File: src/rtl/tdma_wt_pkg.sv
package tdma_wt_pkg;

	localparam int WIN_W    = 16;
	localparam int LEN_W    = 18;
	localparam int LEFT_W   = 19;
	localparam int TIME_W   = 32;
	localparam int DIV_W    = 34;
	localparam int MAG_W    = 32;
	localparam int CNT_W    = $clog2(MAG_W / 2);
	localparam int CMD_W    = 2;
	localparam int ADDR_W   = 5;
	localparam int APB_W    = 32;
	localparam int IN_DATA_W  = 64;
	localparam int OUT_DATA_W = 72;
	localparam int OUT_USER_W = 2;

	localparam logic [WIN_W-1:0] DEF_PEER_WINDOW = 16'd1000;
	localparam logic [WIN_W-1:0] RST_OWN_WINDOW  = 16'd1000;
	localparam logic [WIN_W-1:0] RST_GAP_LENGTH  = 16'd100;
	localparam logic [WIN_W-1:0] RST_TAIL_LENGTH = 16'd100;
	localparam logic [WIN_W-1:0] RST_MIN_PEER    = 16'd0;
	localparam logic [WIN_W-1:0] RST_MAX_PEER    = 16'hFFFF;

	localparam logic [CMD_W-1:0] CMD_QUERY   = 2'd0;
	localparam logic [CMD_W-1:0] CMD_FRAME   = 2'd1;
	localparam logic [CMD_W-1:0] CMD_CARRIER = 2'd2;

	localparam logic [2:0] REG_OWN_WINDOW  = 3'd0;
	localparam logic [2:0] REG_GAP_LENGTH  = 3'd1;
	localparam logic [2:0] REG_TAIL_LENGTH = 3'd2;
	localparam logic [2:0] REG_MIN_PEER    = 3'd3;
	localparam logic [2:0] REG_MAX_PEER    = 3'd4;

	typedef struct packed {
		logic [WIN_W-1:0] own_window;
		logic [WIN_W-1:0] gap_length;
		logic [WIN_W-1:0] tail_length;
		logic [WIN_W-1:0] min_peer_window;
		logic [WIN_W-1:0] max_peer_window;
	} cfg_t;

	typedef struct packed {
		logic latch_in;
		logic ld_peer;
		logic ld_origin;
		logic mod_start;
		logic sel_sync;
		logic left_one;
		logic ld_out;
		logic out_status;
		logic out_resync;
	} dp_cmd_t;

	typedef struct packed {
		logic mod_done;
		logic win_in_ok;
		logic peer_ok;
		logic peer_expired;
		logic out_busy;
	} dp_sts_t;

endpackage

File: src/rtl/tdma_wt_regs.sv
module tdma_wt_regs (
	input  logic                              clk,
	input  logic                              arst_n,
	input  logic                              psel,
	input  logic                              penable,
	input  logic                              pwrite,
	input  logic [tdma_wt_pkg::ADDR_W-1:0]    paddr,
	input  logic [tdma_wt_pkg::APB_W-1:0]     pwdata,
	output logic [tdma_wt_pkg::APB_W-1:0]     prdata,
	output logic                              pready,
	output tdma_wt_pkg::cfg_t                 cfg
);
	import tdma_wt_pkg::*;

	cfg_t       cfg_q;
	logic       wr_en;
	logic [2:0] idx;

	assign pready = 1'b1;
	assign wr_en  = psel && penable && pwrite;
	assign idx    = paddr[ADDR_W-1:2];
	assign cfg    = cfg_q;

	always_ff @(posedge clk or negedge arst_n) begin
		if (!arst_n) begin
			cfg_q.own_window      <= RST_OWN_WINDOW;
			cfg_q.gap_length      <= RST_GAP_LENGTH;
			cfg_q.tail_length     <= RST_TAIL_LENGTH;
			cfg_q.min_peer_window <= RST_MIN_PEER;
			cfg_q.max_peer_window <= RST_MAX_PEER;
		end else if (wr_en) begin
			unique case (idx)
				REG_OWN_WINDOW:  cfg_q.own_window      <= pwdata[WIN_W-1:0];
				REG_GAP_LENGTH:  cfg_q.gap_length      <= pwdata[WIN_W-1:0];
				REG_TAIL_LENGTH: cfg_q.tail_length     <= pwdata[WIN_W-1:0];
				REG_MIN_PEER:    cfg_q.min_peer_window <= pwdata[WIN_W-1:0];
				REG_MAX_PEER:    cfg_q.max_peer_window <= pwdata[WIN_W-1:0];
				default: ;
			endcase
		end
	end

	always_comb begin
		unique case (idx)
			REG_OWN_WINDOW:  prdata = APB_W'(cfg_q.own_window);
			REG_GAP_LENGTH:  prdata = APB_W'(cfg_q.gap_length);
			REG_TAIL_LENGTH: prdata = APB_W'(cfg_q.tail_length);
			REG_MIN_PEER:    prdata = APB_W'(cfg_q.min_peer_window);
			REG_MAX_PEER:    prdata = APB_W'(cfg_q.max_peer_window);
			default:         prdata = '0;
		endcase
	end

endmodule

File: src/rtl/tdma_wt_mod.sv
module tdma_wt_mod (
	input  logic                            clk,
	input  logic                            arst_n,
	input  logic                            start,
	input  logic [tdma_wt_pkg::DIV_W-1:0]   dividend,
	input  logic [tdma_wt_pkg::LEN_W-1:0]   modulus,
	output logic                            done,
	output logic [tdma_wt_pkg::LEN_W-1:0]   result
);
	import tdma_wt_pkg::*;

	localparam logic [CNT_W-1:0] CNT_LAST = CNT_W'(MAG_W / 2 - 1);

	// restoring remainder step, one dividend bit
	function automatic logic [LEN_W-1:0] rem_step(input logic [LEN_W-1:0] r,
			input logic b, input logic [LEN_W-1:0] m);
		logic [LEN_W:0] t;
		t = {r, b};
		if (t >= {1'b0, m})
			t = t - {1'b0, m};
		return t[LEN_W-1:0];
	endfunction

	logic             busy_q;
	logic             fin_q;
	logic             done_q;
	logic [CNT_W-1:0] cnt_q;
	logic             neg_q;
	logic [MAG_W-1:0] mag_q;
	logic [LEN_W-1:0] rem_q;
	logic [LEN_W-1:0] result_q;
	logic [DIV_W-1:0] neg_div;
	logic [LEN_W-1:0] rem_a;
	logic [LEN_W-1:0] rem_b;
	logic [LEN_W-1:0] rem_fin;

	assign neg_div = -dividend;
	assign rem_a   = rem_step(rem_q, mag_q[MAG_W-1], modulus);
	assign rem_b   = rem_step(rem_a, mag_q[MAG_W-2], modulus);

	// floor modulo: a nonzero remainder of a negative value folds to L - r
	always_comb begin
		if (modulus == '0)
			rem_fin = '0;
		else if (neg_q && rem_q != '0)
			rem_fin = modulus - rem_q;
		else
			rem_fin = rem_q;
	end

	always_ff @(posedge clk or negedge arst_n) begin
		if (!arst_n) begin
			busy_q <= 1'b0;
			fin_q  <= 1'b0;
			done_q <= 1'b0;
			cnt_q  <= '0;
		end else begin
			done_q <= 1'b0;
			if (start) begin
				busy_q <= 1'b1;
				fin_q  <= 1'b0;
				cnt_q  <= '0;
			end else if (busy_q) begin
				cnt_q <= cnt_q + 1'b1;
				if (cnt_q == CNT_LAST) begin
					busy_q <= 1'b0;
					fin_q  <= 1'b1;
				end
			end else if (fin_q) begin
				fin_q  <= 1'b0;
				done_q <= 1'b1;
			end
		end
	end

	always_ff @(posedge clk) begin
		if (start) begin
			neg_q <= dividend[DIV_W-1];
			mag_q <= dividend[DIV_W-1] ? neg_div[MAG_W-1:0] : dividend[MAG_W-1:0];
			rem_q <= '0;
		end else if (busy_q) begin
			mag_q <= {mag_q[MAG_W-3:0], 2'b00};
			rem_q <= rem_b;
		end
		if (fin_q)
			result_q <= rem_fin;
	end

	assign done   = done_q;
	assign result = result_q;

endmodule

File: src/rtl/tdma_wt_dp.sv
module tdma_wt_dp #(
	parameter logic [tdma_wt_pkg::WIN_W-1:0] DEFAULT_WINDOW = tdma_wt_pkg::DEF_PEER_WINDOW
) (
	input  logic                             clk,
	input  logic                             arst_n,
	input  tdma_wt_pkg::cfg_t                cfg,
	input  logic [tdma_wt_pkg::TIME_W-1:0]   now_time,
	input  logic [tdma_wt_pkg::WIN_W-1:0]    peer_window_in,
	input  logic [tdma_wt_pkg::WIN_W-1:0]    peer_left_in,
	input  tdma_wt_pkg::dp_cmd_t             cmd,
	output tdma_wt_pkg::dp_sts_t             sts,
	input  logic                             m_tready,
	output logic                             out_valid,
	output logic                             out_status,
	output logic                             out_resync,
	output logic                             out_can_send,
	output logic [tdma_wt_pkg::LEFT_W-1:0]   out_own_left,
	output logic [tdma_wt_pkg::LEFT_W-1:0]   out_peer_left,
	output logic [tdma_wt_pkg::WIN_W-1:0]    out_stamp_window,
	output logic [tdma_wt_pkg::WIN_W-1:0]    out_stamp_left
);
	import tdma_wt_pkg::*;

	logic [TIME_W-1:0] now_q;
	logic [WIN_W-1:0]  win_in_q;
	logic [WIN_W-1:0]  left_in_q;
	logic [WIN_W-1:0]  peer_q;
	logic [LEN_W-1:0]  origin_q;
	logic              out_valid_q;

	logic [LEN_W-1:0]  cyc_len;
	logic [WIN_W:0]    own_gap;
	logic [DIV_W-1:0]  now_x;
	logic [WIN_W-1:0]  left_sel;
	logic [DIV_W-1:0]  dividend;
	logic              mod_done;
	logic [LEN_W-1:0]  mod_res;
	logic [LEFT_W-1:0] own_left;
	logic [LEN_W+1:0]  peer_diff;
	logic [LEN_W+1:0]  peer_wrap;
	logic [LEFT_W-1:0] peer_left;

	assign cyc_len = LEN_W'(cfg.own_window) + LEN_W'(cfg.gap_length)
		+ LEN_W'(peer_q) + LEN_W'(cfg.tail_length);
	assign own_gap = (WIN_W + 1)'(cfg.own_window) + (WIN_W + 1)'(cfg.gap_length);

	assign now_x    = {{(DIV_W - TIME_W){now_q[TIME_W-1]}}, now_q};
	assign left_sel = cmd.left_one ? WIN_W'(1) : left_in_q;
	assign dividend = cmd.sel_sync
		? now_x + DIV_W'(left_sel) + DIV_W'(cfg.tail_length)
		: now_x - DIV_W'(origin_q);

	tdma_wt_mod u_mod (
		.clk      (clk),
		.arst_n   (arst_n),
		.start    (cmd.mod_start),
		.dividend (dividend),
		.modulus  (cyc_len),
		.done     (mod_done),
		.result   (mod_res)
	);

	// mod_res is (now - origin) mod L; peer offset follows with one fold
	assign own_left  = LEFT_W'(cfg.own_window) - LEFT_W'(mod_res);
	assign peer_diff = (LEN_W + 2)'(mod_res) - (LEN_W + 2)'(own_gap);
	assign peer_wrap = peer_diff[LEN_W+1] ? peer_diff + (LEN_W + 2)'(cyc_len) : peer_diff;
	assign peer_left = LEFT_W'(peer_q) - LEFT_W'(peer_wrap[LEN_W-1:0]);

	assign sts.mod_done     = mod_done;
	assign sts.win_in_ok    = win_in_q >= cfg.min_peer_window && win_in_q <= cfg.max_peer_window;
	assign sts.peer_ok      = peer_q >= cfg.min_peer_window && peer_q <= cfg.max_peer_window;
	assign sts.peer_expired = peer_left[LEFT_W-1] || peer_left == '0;
	assign sts.out_busy     = out_valid_q && !m_tready;

	always_ff @(posedge clk or negedge arst_n) begin
		if (!arst_n) begin
			peer_q      <= DEFAULT_WINDOW;
			origin_q    <= '0;
			out_valid_q <= 1'b0;
		end else begin
			if (cmd.ld_peer)
				peer_q <= win_in_q;
			if (cmd.ld_origin)
				origin_q <= mod_res;
			if (cmd.ld_out)
				out_valid_q <= 1'b1;
			else if (m_tready)
				out_valid_q <= 1'b0;
		end
	end

	always_ff @(posedge clk) begin
		if (cmd.latch_in) begin
			now_q     <= now_time;
			win_in_q  <= peer_window_in;
			left_in_q <= peer_left_in;
		end
		if (cmd.ld_out) begin
			out_status       <= cmd.out_status;
			out_resync       <= cmd.out_resync;
			out_can_send     <= !own_left[LEFT_W-1] && own_left != '0;
			out_own_left     <= own_left;
			out_peer_left    <= peer_left;
			out_stamp_window <= cfg.own_window;
			out_stamp_left   <= own_left[WIN_W-1:0];
		end
	end

	assign out_valid = out_valid_q;

endmodule

File: src/rtl/tdma_wt_ctrl.sv
module tdma_wt_ctrl (
	input  logic                            clk,
	input  logic                            arst_n,
	input  logic                            s_tvalid,
	output logic                            s_tready,
	input  logic [tdma_wt_pkg::CMD_W-1:0]   command,
	input  tdma_wt_pkg::dp_sts_t            sts,
	output tdma_wt_pkg::dp_cmd_t            cmd
);
	import tdma_wt_pkg::*;

	localparam logic [2:0] ST_IDLE      = 3'd0;
	localparam logic [2:0] ST_CHECK     = 3'd1;
	localparam logic [2:0] ST_SYNC_GO   = 3'd2;
	localparam logic [2:0] ST_SYNC_WAIT = 3'd3;
	localparam logic [2:0] ST_OWN_GO    = 3'd4;
	localparam logic [2:0] ST_OWN_WAIT  = 3'd5;
	localparam logic [2:0] ST_OUT       = 3'd6;

	logic [2:0]       state_q, state_d;
	logic [CMD_W-1:0] cmd_q;
	logic             status_q, status_d;
	logic             resync_q, resync_d;
	logic             checked_q, checked_d;
	logic             accept;

	assign s_tready = (state_q == ST_IDLE);
	assign accept   = s_tvalid && s_tready;

	always_comb begin
		state_d   = state_q;
		status_d  = status_q;
		resync_d  = resync_q;
		checked_d = checked_q;
		cmd       = '0;
		cmd.latch_in   = accept;
		cmd.out_status = status_q;
		cmd.out_resync = resync_q;
		unique case (state_q)
			ST_IDLE: begin
				if (accept) begin
					status_d  = 1'b0;
					resync_d  = 1'b0;
					checked_d = 1'b0;
					state_d   = ST_CHECK;
				end
			end
			ST_CHECK: begin
				if (cmd_q == CMD_FRAME) begin
					if (sts.win_in_ok) begin
						cmd.ld_peer = 1'b1;
						state_d     = ST_SYNC_GO;
					end else begin
						status_d = 1'b1;
						state_d  = ST_OWN_GO;
					end
				end else begin
					state_d = ST_OWN_GO;
				end
			end
			ST_SYNC_GO: begin
				cmd.mod_start = 1'b1;
				cmd.sel_sync  = 1'b1;
				cmd.left_one  = resync_q;
				state_d       = ST_SYNC_WAIT;
			end
			ST_SYNC_WAIT: begin
				if (sts.mod_done) begin
					cmd.ld_origin = 1'b1;
					state_d       = ST_OWN_GO;
				end
			end
			ST_OWN_GO: begin
				cmd.mod_start = 1'b1;
				state_d       = ST_OWN_WAIT;
			end
			ST_OWN_WAIT: begin
				if (sts.mod_done) begin
					state_d = ST_OUT;
					// carrier sensed: first pass decides on a resync
					if (cmd_q == CMD_CARRIER && !checked_q) begin
						checked_d = 1'b1;
						if (sts.peer_expired) begin
							resync_d = 1'b1;
							if (sts.peer_ok)
								state_d = ST_SYNC_GO;
							else
								status_d = 1'b1;
						end
					end
				end
			end
			ST_OUT: begin
				if (!sts.out_busy) begin
					cmd.ld_out = 1'b1;
					state_d    = ST_IDLE;
				end
			end
			default: state_d = ST_IDLE;
		endcase
	end

	always_ff @(posedge clk or negedge arst_n) begin
		if (!arst_n) begin
			state_q   <= ST_IDLE;
			cmd_q     <= CMD_QUERY;
			status_q  <= 1'b0;
			resync_q  <= 1'b0;
			checked_q <= 1'b0;
		end else begin
			state_q   <= state_d;
			status_q  <= status_d;
			resync_q  <= resync_d;
			checked_q <= checked_d;
			if (accept)
				cmd_q <= command;
		end
	end

endmodule

File: src/rtl/tdma_window_timer.sv
// Two-party TDMA window timer. Each input word carries a command in s_tuser
// (query, peer frame received, carrier sensed) and a time in ms; each one
// gives exactly one output word with own and peer remaining window time,
// can-send and header stamp fields, taken after any update the command makes.
// Time differences are reduced modulo the cycle length by one shared serial
// remainder unit that retires two dividend bits per clock: a start step, the
// shift steps, a sign fold step and a done step per reduction, plus a state
// machine hand-off around each. A query, a rejected frame or a carrier sense
// without resync takes one reduction from accept to output valid; an accepted
// frame takes two; a carrier sense that resynchronizes takes three. The next
// word can be accepted in the cycle after the output register loads. One word
// is in flight at a time; the output register lets the next word be accepted
// while a result waits, and a word whose result is ready stalls until that
// register frees up. Registers sit on the APB port at 4*index.
module tdma_window_timer #(
	parameter logic [tdma_wt_pkg::WIN_W-1:0] DEFAULT_WINDOW = tdma_wt_pkg::DEF_PEER_WINDOW
) (
	input  logic                                  clk,
	input  logic                                  arst_n,
	// APB configuration
	input  logic                                  psel,
	input  logic                                  penable,
	input  logic                                  pwrite,
	input  logic [tdma_wt_pkg::ADDR_W-1:0]        paddr,
	input  logic [tdma_wt_pkg::APB_W-1:0]         pwdata,
	output logic [tdma_wt_pkg::APB_W-1:0]         prdata,
	output logic                                  pready,
	// input words
	input  logic                                  s_tvalid,
	output logic                                  s_tready,
	// now_time[31:0], peer_window_in[47:32], peer_left_in[63:48]
	input  logic [tdma_wt_pkg::IN_DATA_W-1:0]     s_tdata,
	// command[1:0]
	input  logic [tdma_wt_pkg::CMD_W-1:0]         s_tuser,
	// output words
	output logic                                  m_tvalid,
	input  logic                                  m_tready,
	// can_send[0], own_left[19:1], peer_left[38:20], stamp_window[54:39],
	// stamp_left[70:55], zero[71]
	output logic [tdma_wt_pkg::OUT_DATA_W-1:0]    m_tdata,
	// status[0], carrier_resync[1]
	output logic [tdma_wt_pkg::OUT_USER_W-1:0]    m_tuser
);
	import tdma_wt_pkg::*;

	cfg_t              cfg;
	dp_cmd_t           dcmd;
	dp_sts_t           dsts;
	logic              out_status;
	logic              out_resync;
	logic              out_can_send;
	logic [LEFT_W-1:0] out_own_left;
	logic [LEFT_W-1:0] out_peer_left;
	logic [WIN_W-1:0]  out_stamp_window;
	logic [WIN_W-1:0]  out_stamp_left;

	tdma_wt_regs u_regs (
		.clk     (clk),
		.arst_n  (arst_n),
		.psel    (psel),
		.penable (penable),
		.pwrite  (pwrite),
		.paddr   (paddr),
		.pwdata  (pwdata),
		.prdata  (prdata),
		.pready  (pready),
		.cfg     (cfg)
	);

	tdma_wt_ctrl u_ctrl (
		.clk      (clk),
		.arst_n   (arst_n),
		.s_tvalid (s_tvalid),
		.s_tready (s_tready),
		.command  (s_tuser),
		.sts      (dsts),
		.cmd      (dcmd)
	);

	tdma_wt_dp #(
		.DEFAULT_WINDOW (DEFAULT_WINDOW)
	) u_dp (
		.clk              (clk),
		.arst_n           (arst_n),
		.cfg              (cfg),
		.now_time         (s_tdata[TIME_W-1:0]),
		.peer_window_in   (s_tdata[TIME_W+WIN_W-1:TIME_W]),
		.peer_left_in     (s_tdata[TIME_W+2*WIN_W-1:TIME_W+WIN_W]),
		.cmd              (dcmd),
		.sts              (dsts),
		.m_tready         (m_tready),
		.out_valid        (m_tvalid),
		.out_status       (out_status),
		.out_resync       (out_resync),
		.out_can_send     (out_can_send),
		.out_own_left     (out_own_left),
		.out_peer_left    (out_peer_left),
		.out_stamp_window (out_stamp_window),
		.out_stamp_left   (out_stamp_left)
	);

	assign m_tdata = {1'b0, out_stamp_left, out_stamp_window, out_peer_left,
		out_own_left, out_can_send};
	assign m_tuser = {out_resync, out_status};

endmodule

File: config.mk
export PLATFORM = sky130hd
export DESIGN_NAME = tdma_window_timer
export DESIGN_NICKNAME = d
export VERILOG_FILES = /design/src/rtl/tdma_wt_pkg.sv /design/src/rtl/tdma_wt_regs.sv /design/src/rtl/tdma_wt_mod.sv /design/src/rtl/tdma_wt_dp.sv /design/src/rtl/tdma_wt_ctrl.sv /design/src/rtl/tdma_window_timer.sv
export SDC_FILE = /design/constraint.sdc
export NUM_CORES = 1
export LEC_CHECK = 0
export ABC_AREA = 1
export BUFFER_PORTS_ARGS = -buffer_cell sky130_fd_sc_hd__buf_2
export CORE_AREA = 2 2 265 267
export CTS_BUF_LIST = sky130_fd_sc_hd__clkbuf_4
export CTS_CLUSTER_SIZE = 10
export DETAILED_ROUTE_END_ITERATION = 12
export DIE_AREA = 0 0 267 269
export PLACE_DENSITY = 0.7
export RECOVER_POWER = 50
export SYNTH_ARGS = -nofsm -noshare
export SYNTH_HDL_FRONTEND = slang
export SYNTH_SLANG_ARGS = --single-unit
File: constraint.sdc
create_clock -name clk -period 10 [get_ports clk]
set_input_delay 0.5 -clock clk [delete_from_list [all_inputs] [get_ports clk]]
set_output_delay 0.5 -clock clk [all_outputs]
set_load 0.02 [all_outputs]
Word-level counts from Yosys, hierarchy flattened
Index checks and enable logic that the tools add are counted.
{"block": "word_totals", "reg_bits": 336, "out_inout_bits": 109, "in_bits": 110, "elab_cells": 166}
{"block": "op_classes", "muxes": 57, "n_lt_le_gt_ge": 6, "addsub": 16, "n_eq_ne": 23, "reduce_logical": 33}
{"cell": "2-to-1 mux 32 bit", "count": 3}
{"cell": "one-hot mux 16 bit (5 select lines)", "count": 1}
{"cell": "2-to-1 mux 18 bit", "count": 4}
{"cell": "subtractor 18 bit", "count": 3}
{"cell": ">= comparator 19 x 18 -> 1 bit", "count": 2}
{"cell": "subtractor 16 x 18 -> 19 bit", "count": 2}
{"cell": "adder 18 x 16 -> 18 bit", "count": 2}
{"cell": "adder 16 x 16 -> 17 bit", "count": 2}
{"cell": "adder 34 x 16 -> 34 bit", "count": 1}
{"cell": "2-to-1 mux 34 bit", "count": 1}
{"cell": "adder 32 x 17 -> 33 bit", "count": 1}
{"cell": "subtractor 32 x 19 -> 33 bit", "count": 1}
{"cell": ">= comparator 16 bit", "count": 2}
{"cell": "less-or-equal comparator 16 bit", "count": 2}
{"cell": "negation 32 bit", "count": 1}
{"cell": "2-to-1 mux 1 bit", "count": 31}
{"cell": "2-to-1 mux 3 bit", "count": 9}
{"cell": "one-hot mux 3 bit (7 select lines)", "count": 1}
{"cell": "zero test 19 bit", "count": 1}
{"cell": "nonzero test 19 bit", "count": 1}
{"cell": "subtractor 18 x 17 -> 19 bit", "count": 1}
{"cell": "adder 18 bit", "count": 1}
{"cell": "zero test 18 bit", "count": 1}
{"cell": "nonzero test 18 bit", "count": 1}
{"cell": "26 further kinds", "count": 60}

Depth between registers and ports, before layout
{"block": "depth", "word_depth": 12, "mapped_depth": 52, "mapped_depth_nobuf": 51}

Modules after synthesis
A second synthesis with hierarchy kept.
{"block": "unflattened", "cells_unflattened": 3573, "area_unflattened_um2": 27302.4}
{"mod": "tdma_wt_dp", "seq_area_each_um2": 4516.8, "cells_each": 1891, "n_inst": 1, "area_per_inst_um2": 15244.6}
{"mod": "tdma_wt_mod", "seq_area_each_um2": 2067.0, "cells_each": 1097, "n_inst": 1, "area_per_inst_um2": 7447.1}
{"mod": "tdma_wt_regs", "seq_area_each_um2": 2037.0, "cells_each": 490, "n_inst": 1, "area_per_inst_um2": 3968.8}
{"mod": "tdma_wt_ctrl", "seq_area_each_um2": 200.2, "cells_each": 90, "n_inst": 1, "area_per_inst_um2": 608.1}
{"mod": "tdma_window_timer", "seq_area_each_um2": 0.0, "cells_each": 5, "n_inst": 1, "area_per_inst_um2": 33.8}

Worst setup path after synthesis
No wires, ideal clock.
{"block": "synth_path", "kind": "register to register", "from": "reg u_regs.cfg_q, in the netlist u_regs.cfg[64]", "to": "reg u_dp.u_mod.rem_q[17]", "period_less_slack_ps": 7676, "arrival_time_ps": 7498, "stages_incl_launch_ff": 48, "setup_slack_ps": 2324, "cell_sequence": "dfrtp_1 ha_1 inv_1 fa_1 nand3b_1 and2_1 o221ai_1 a21oi_1 o21bai_1 a21oi_1 o21ai_0 xnor2_1 fa_1 inv_1 ha_1 nand2_1 o21ai_1 nand2_1 [12 not listed] o21ai_0 inv_1 ha_1 nand2_1 inv_1 nand2_1 nand3_1 a21boi_1 o21bai_1 a21boi_1 o21ai_0 nand3_1 a21oi_1 nor3_4 nand2_2 buf_4 nor2_1 o22ai_1"}
{"block": "synth_via", "elab_chain_len": 7}
{"item": "from (decl)", "line": "tdma_wt_regs.sv:15", "rtl": "cfg_t cfg_q;"}
{"item": "adder 16 x 16 -> 17 bit (*)", "line": "tdma_wt_dp.sv:43", "rtl": "assign cyc_len = LEN_W'(cfg.own_window) + LEN_W'(cfg.gap_length)"}
{"item": "adder 18 x 16 -> 18 bit (*) (2 in a row)", "line": "tdma_wt_dp.sv:44", "rtl": "+ LEN_W'(peer_q) + LEN_W'(cfg.tail_length);"}
{"item": "subtractor 18 bit or >= comparator 19 x 18 -> 1 bit (tied branches)", "line": "tdma_wt_mod.sv:20, tdma_wt_mod.sv:19"}
{"item": "2-to-1 mux 18 bit", "line": "tdma_wt_mod.sv:19", "rtl": "if (t >= {1'b0, m})"}
{"item": "subtractor 18 bit or >= comparator 19 x 18 -> 1 bit (tied branches)", "line": "tdma_wt_mod.sv:20, tdma_wt_mod.sv:19"}
{"item": "2-to-1 mux 18 bit (*)", "line": "tdma_wt_mod.sv:19"}
{"item": "to (signal assigned)", "line": "tdma_wt_mod.sv:83", "rtl": "rem_q <= rem_b;"}
{"item": "to (decl)", "line": "tdma_wt_mod.sv:30", "rtl": "logic [LEN_W-1:0] rem_q;"}
Mark *: on every way between the ends. The rest lies on a longest branch, timed or not.
A chain may end at the register's enable or synchronous reset.

Final worst setup path
{"block": "layout_path", "from": "reg u_regs.cfg_q, in the netlist u_regs.cfg[69]", "to": "reg u_dp.u_mod.rem_q[0]"}
{"block": "layout_via", "elab_chain_len": 7}
{"item": "adder 16 x 16 -> 17 bit (*)", "line": "tdma_wt_dp.sv:43"}
{"item": "adder 18 x 16 -> 18 bit (*) (2 in a row)", "line": "tdma_wt_dp.sv:44"}
{"item": "subtractor 18 bit or >= comparator 19 x 18 -> 1 bit (tied branches)", "line": "tdma_wt_mod.sv:20, tdma_wt_mod.sv:19"}
{"item": "2-to-1 mux 18 bit", "line": "tdma_wt_mod.sv:19"}
{"item": ">= comparator 19 x 18 -> 1 bit (*)", "line": "tdma_wt_mod.sv:19"}
{"item": "2-to-1 mux 18 bit (*)", "line": "tdma_wt_mod.sv:19"}
Marked as above.

==> results <==
- The count of boundary I/O pins is 219.
- Setup repair after global routing left no endpoint under its margin.
- Across the routed clock network, the largest skew measured is 0.0732 ns.
- In the synthesized netlist the dominant register cell turns out to be sky130_fd_sc_hd__edfxtp_1.
- The checks that failed: max-capacitance violations, max-slew violations.
- The total of max-cap violations is 3.
- The share of the synthesized area in the top cell type is between 10% and 20%.
- The proportion of register bits with asynchronous set or reset after synthesis is 40.6%.
- Adding up every negative setup slack in the final design gives 0 ns.
- The worst-case IR drop observed on VDD is 0.392 mV.
- In this design, the stage delay of the slowest critical-path cell is 0.77 ns.
- The CTS buffer count is 88.
- The final critical delay including setup and external delays is 9.14 ns.
- Averaged over all synthesized cells, the footprint is ~7.4 um2.
- After technology mapping, the gate count stands at approximately 3,800.
- The horizontal extent of the die is 267 um.
- Clock latency on the worst-skew pair, taken at its later pin, is approximately 0.90 ns.
- The library cell used most frequently in the layout, excluding fill and tap cells, is sky130_fd_sc_hd__nand2_1.
- The tightest slew margin relative to the limit is -167%.
- The first detailed-routing pass took 5 iterations.
- By instance count, the cell type seen most on the critical path is sky130_fd_sc_hd__nand2_1.
- At the end of routability-driven placement, the weighted congestion stood at approximately 1.
- After legalization and detailed placement, the total HPWL measured 67.6 mm.
- The total power is just under 10 mW.
- The worst path uses 91.4% of the clock period.
- The Yosys step of the flow raised 0 warnings.
- The synthesized netlist contains 72 unique library cells.
- The flow ran to the end, but the final reports show violations.
- In the layout the commonest cells are 1,014 x sky130_fd_sc_hd__nand2_1, 574 x sky130_fd_sc_hd__inv_1, 282 x sky130_fd_sc_hd__ha_1, 231 x sky130_fd_sc_hd__nor2_1, 220 x sky130_fd_sc_hd__nand3_1.
- Sorting the synthesized cells by area gives the leading types as sky130_fd_sc_hd__edfxtp_1 18%, sky130_fd_sc_hd__nand2_1 14%, sky130_fd_sc_hd__ha_1 13%, sky130_fd_sc_hd__dfrtp_1 8.6%, sky130_fd_sc_hd__inv_1 7.7%.
- Timing would allow up to approximately 0.11 GHz.
- The area growth from synthesis to layout is 13.0%.
- The worst setup path is captured at a flip-flop.
- After floorplanning, the core was divided into just under 100 placement rows.
- The detailed router finished its first iteration with 2,283 violations.
- The via count of the first global-routing pass is 24,400.
- The clock drives 320 sinks.
- The share of cells above drive strength 1 is 9.48%.
- In this run the number of H-tree levels came out at 3.
- The maximum net fanout on the critical path is 31.
- After clock tree synthesis, the clock-pin slew on the worst setup and hold paths is ~0.07 ns.
- The largest net degree at the start of global routing is just under 80.
- The kind of launch point of the worst setup path is a flip-flop.
- Counting flops and latches in the post-synthesis netlist gives 320.
- The number of hold-slack violations in the final timing report was 0.
- Data on the critical path is required at its endpoint by between 10 and 15 ns.
- The first global-routing pass estimated 134 mm of wire.
- For this run, the total global-route usage over all layers was measured as between 20% and 30%.
- The initial core utilization is 40.4%.
- The finished cells cover 0.0316 mm2.
- For this run, design rule violations remaining after detail routing come to 0.
- In this run the vertical extent of the chip is 269 um.
- The number of nets in the layout is between 4,000 and 5,000.
- The sequential fraction of the synthesis area is between 30% and 40%.
- The per-cell routed wire length is 17.2 um.
- The CTS tree is built.
- The total wire length after detailed routing is 87.3 mm.
- The final route contains 26,100 vias.
- In this run the tool buffered the top-level ports with around 180 buffer cells.
- The number of routed nets with antenna violations is 0.
- The buffer levels on the longest clock path is 3.
- The pin slew with the least headroom to its limit is 4.00 ns.
- The critical path class is flip-flop to flip-flop.
- The cell type with the largest total area after synthesis is sky130_fd_sc_hd__edfxtp_1.
- The final number of max-transition violations is roughly 150.
- The initial antenna violation count is 1.
- CTS placed an instance of sky130_fd_sc_hd__clkbuf_4 at the clock tree root.
- The leakage power is 15.4 nW.
- Summed over all layers, the global routing overflow is 0.
- The worst-path cell with the longest stage delay is sky130_fd_sc_hd__dfstp_1.
- The number of setup violations in the final report is 0.
- For the worst setup path, the data arrival time is 9.91 ns.
- In this run, synthesis inferred 172 flip-flops with an integrated enable.
- The total area inside the core boundary comes to 0.0693 mm2.
- The placed standard-cell area is 0.0298 mm2.
- In this run the worst hold path is classified as primary input to flip-flop.
- Across all register-to-register paths, the minimum setup slack is 0.86 ns.
- For this design the ratio of total power to cell area is just over 300 mW/mm2.
- The cell area that synthesis handed to floorplanning was 0.0280 mm2.
- The area of the die is ~0.072 mm2.
- The average vias per placed instance is around 5.
==> sequential cells by signal, indices dropped and copies added (netlist names), 15 cells and up <==
signal	count
u_dp.u_mod.rem_q	18
u_dp.out_stamp_left	15
u_dp.now_q	32
u_dp.left_in_q	16
u_regs.cfg	80
u_dp.out_peer_left	19
u_dp.u_mod.mag_q	32
u_dp.win_in_q	16
u_dp.origin_q	18
u_dp.u_mod.result	18
u_dp.peer_q	16
u_dp.out_stamp_window	16
==> final timing paths <==
path	from	to	cells after the start
max	u_regs.cfg[69]	u_dp.u_mod.rem_q[0]	51
min in group asynchronous	arst_n	u_dp.peer_q[0]	2
min	pwdata[14]	u_regs.cfg[62]	3
max in group asynchronous	arst_n	u_regs.cfg[32]	3
min reg2reg	u_ctrl.status_q	u_dp.out_status	0
max reg2reg	u_regs.cfg[69]	u_dp.u_mod.rem_q[0]	51
==> routing by layer <==
layer / track usage [%] / wire [um] / vias up
li1: - / - / 13000
met1: 32.5 / 39300 / 12100
met2: 38.8 / 38400 / 919
met3: 3.91 / 6350 / 164
met4: 9.96 / 3330 / 0
met5: 0 / 0 / -
==> cells by family (layout without fill, tap and decap cells) <==
family,after synthesis,count (layout),share of synthesized area [%]
AOI/OAI and AO/OA,605,605,12.3
xor gates and xnor gates,170,170,5.32
adders and majority gates,325,325,15.7
buffers and inverters,697,1045,10.1
DFF,320,320,31.5
muxes,2,2,0.0760
other,2,19,0.0268
and+or+nand+nor,1652,1652,25.1
==> metrics by stage <==
step	hold WS, ns	cells	util (%)	setup WS [ns]
2_1_floorplan	0.204	3789	-	2.32
3_3_place_gp	0.460	4831	42.9	1.14
3_5_place_dp	0.460	4831	42.9	0.923
4_1_cts	0.00247	5077	45.8	0.844
5_1_grt	0.0884	5078	45.7	0.0386
6_report	0.0793	5078	45.7	0.864
==> power by group <==
group | switching [mW] | total [mW] | internal (mW)
Clock | 0.626 | 1.27 | 0.644
Sequential | 0.116 | 1.65 | 1.53
Combinational | 4.25 | 6.89 | 2.64
Total | 4.99 | 9.80 | 4.81
==> cells in the mapped netlist, drive strengths merged (2+ instances only) <==
cell	n
edfxtp	172
and3	2
clkinv	3
a221o	8
o21a	8
xor2	112
dfrtp	96
nand4	43
ha	282
o21ai	248
nand2	1032
clkbuf	41
nor2	250
o21bai	16
nor3b	2
xnor2	58
conb	2
fa	43
dfstp	34
dfxtp	18
nand3	227
o2111ai	2
o22ai	15
a211oi	10
a21o	15
a31oi	9
nor3	45
a21boi	12
nand3b	19
o211ai	28
inv	594
or2	7
buf	59
a221oi	9
and2	8
a21oi	218
nor4	16
==> what timing repair did <==
| item | CTS | global route |
|---|---|---|
| resized for setup | 0 | 1 |
| endpoints found under the hold margin | 157 | 0 |
| setup endpoints to repair | 0 | 18 |
| hold buffers | 82 | 0 |
| setup buffers | 0 | 0 |
==> worst max-delay path, delay by kind of cell, from the launching register on <==
family	cells	cell delay, ns
flops	1	0.77
xor+xnor	2	0.23
simple gates	23	2.93
fa+ha+maj	5	1.91
buf+inv	6	0.77
compound gates	15	2.39
==> final cells by class <==
class,count,area [um2]
clock inverter,37,221
fill,6958,37700
timing repair buffer,284,1780
antenna,1,2.50
multi-input combinational,2772,16400
inverter,597,2240
clock buffer,127,953
sequential,320,8820
tap,940,1180
(Power assumes the default switching activity.)
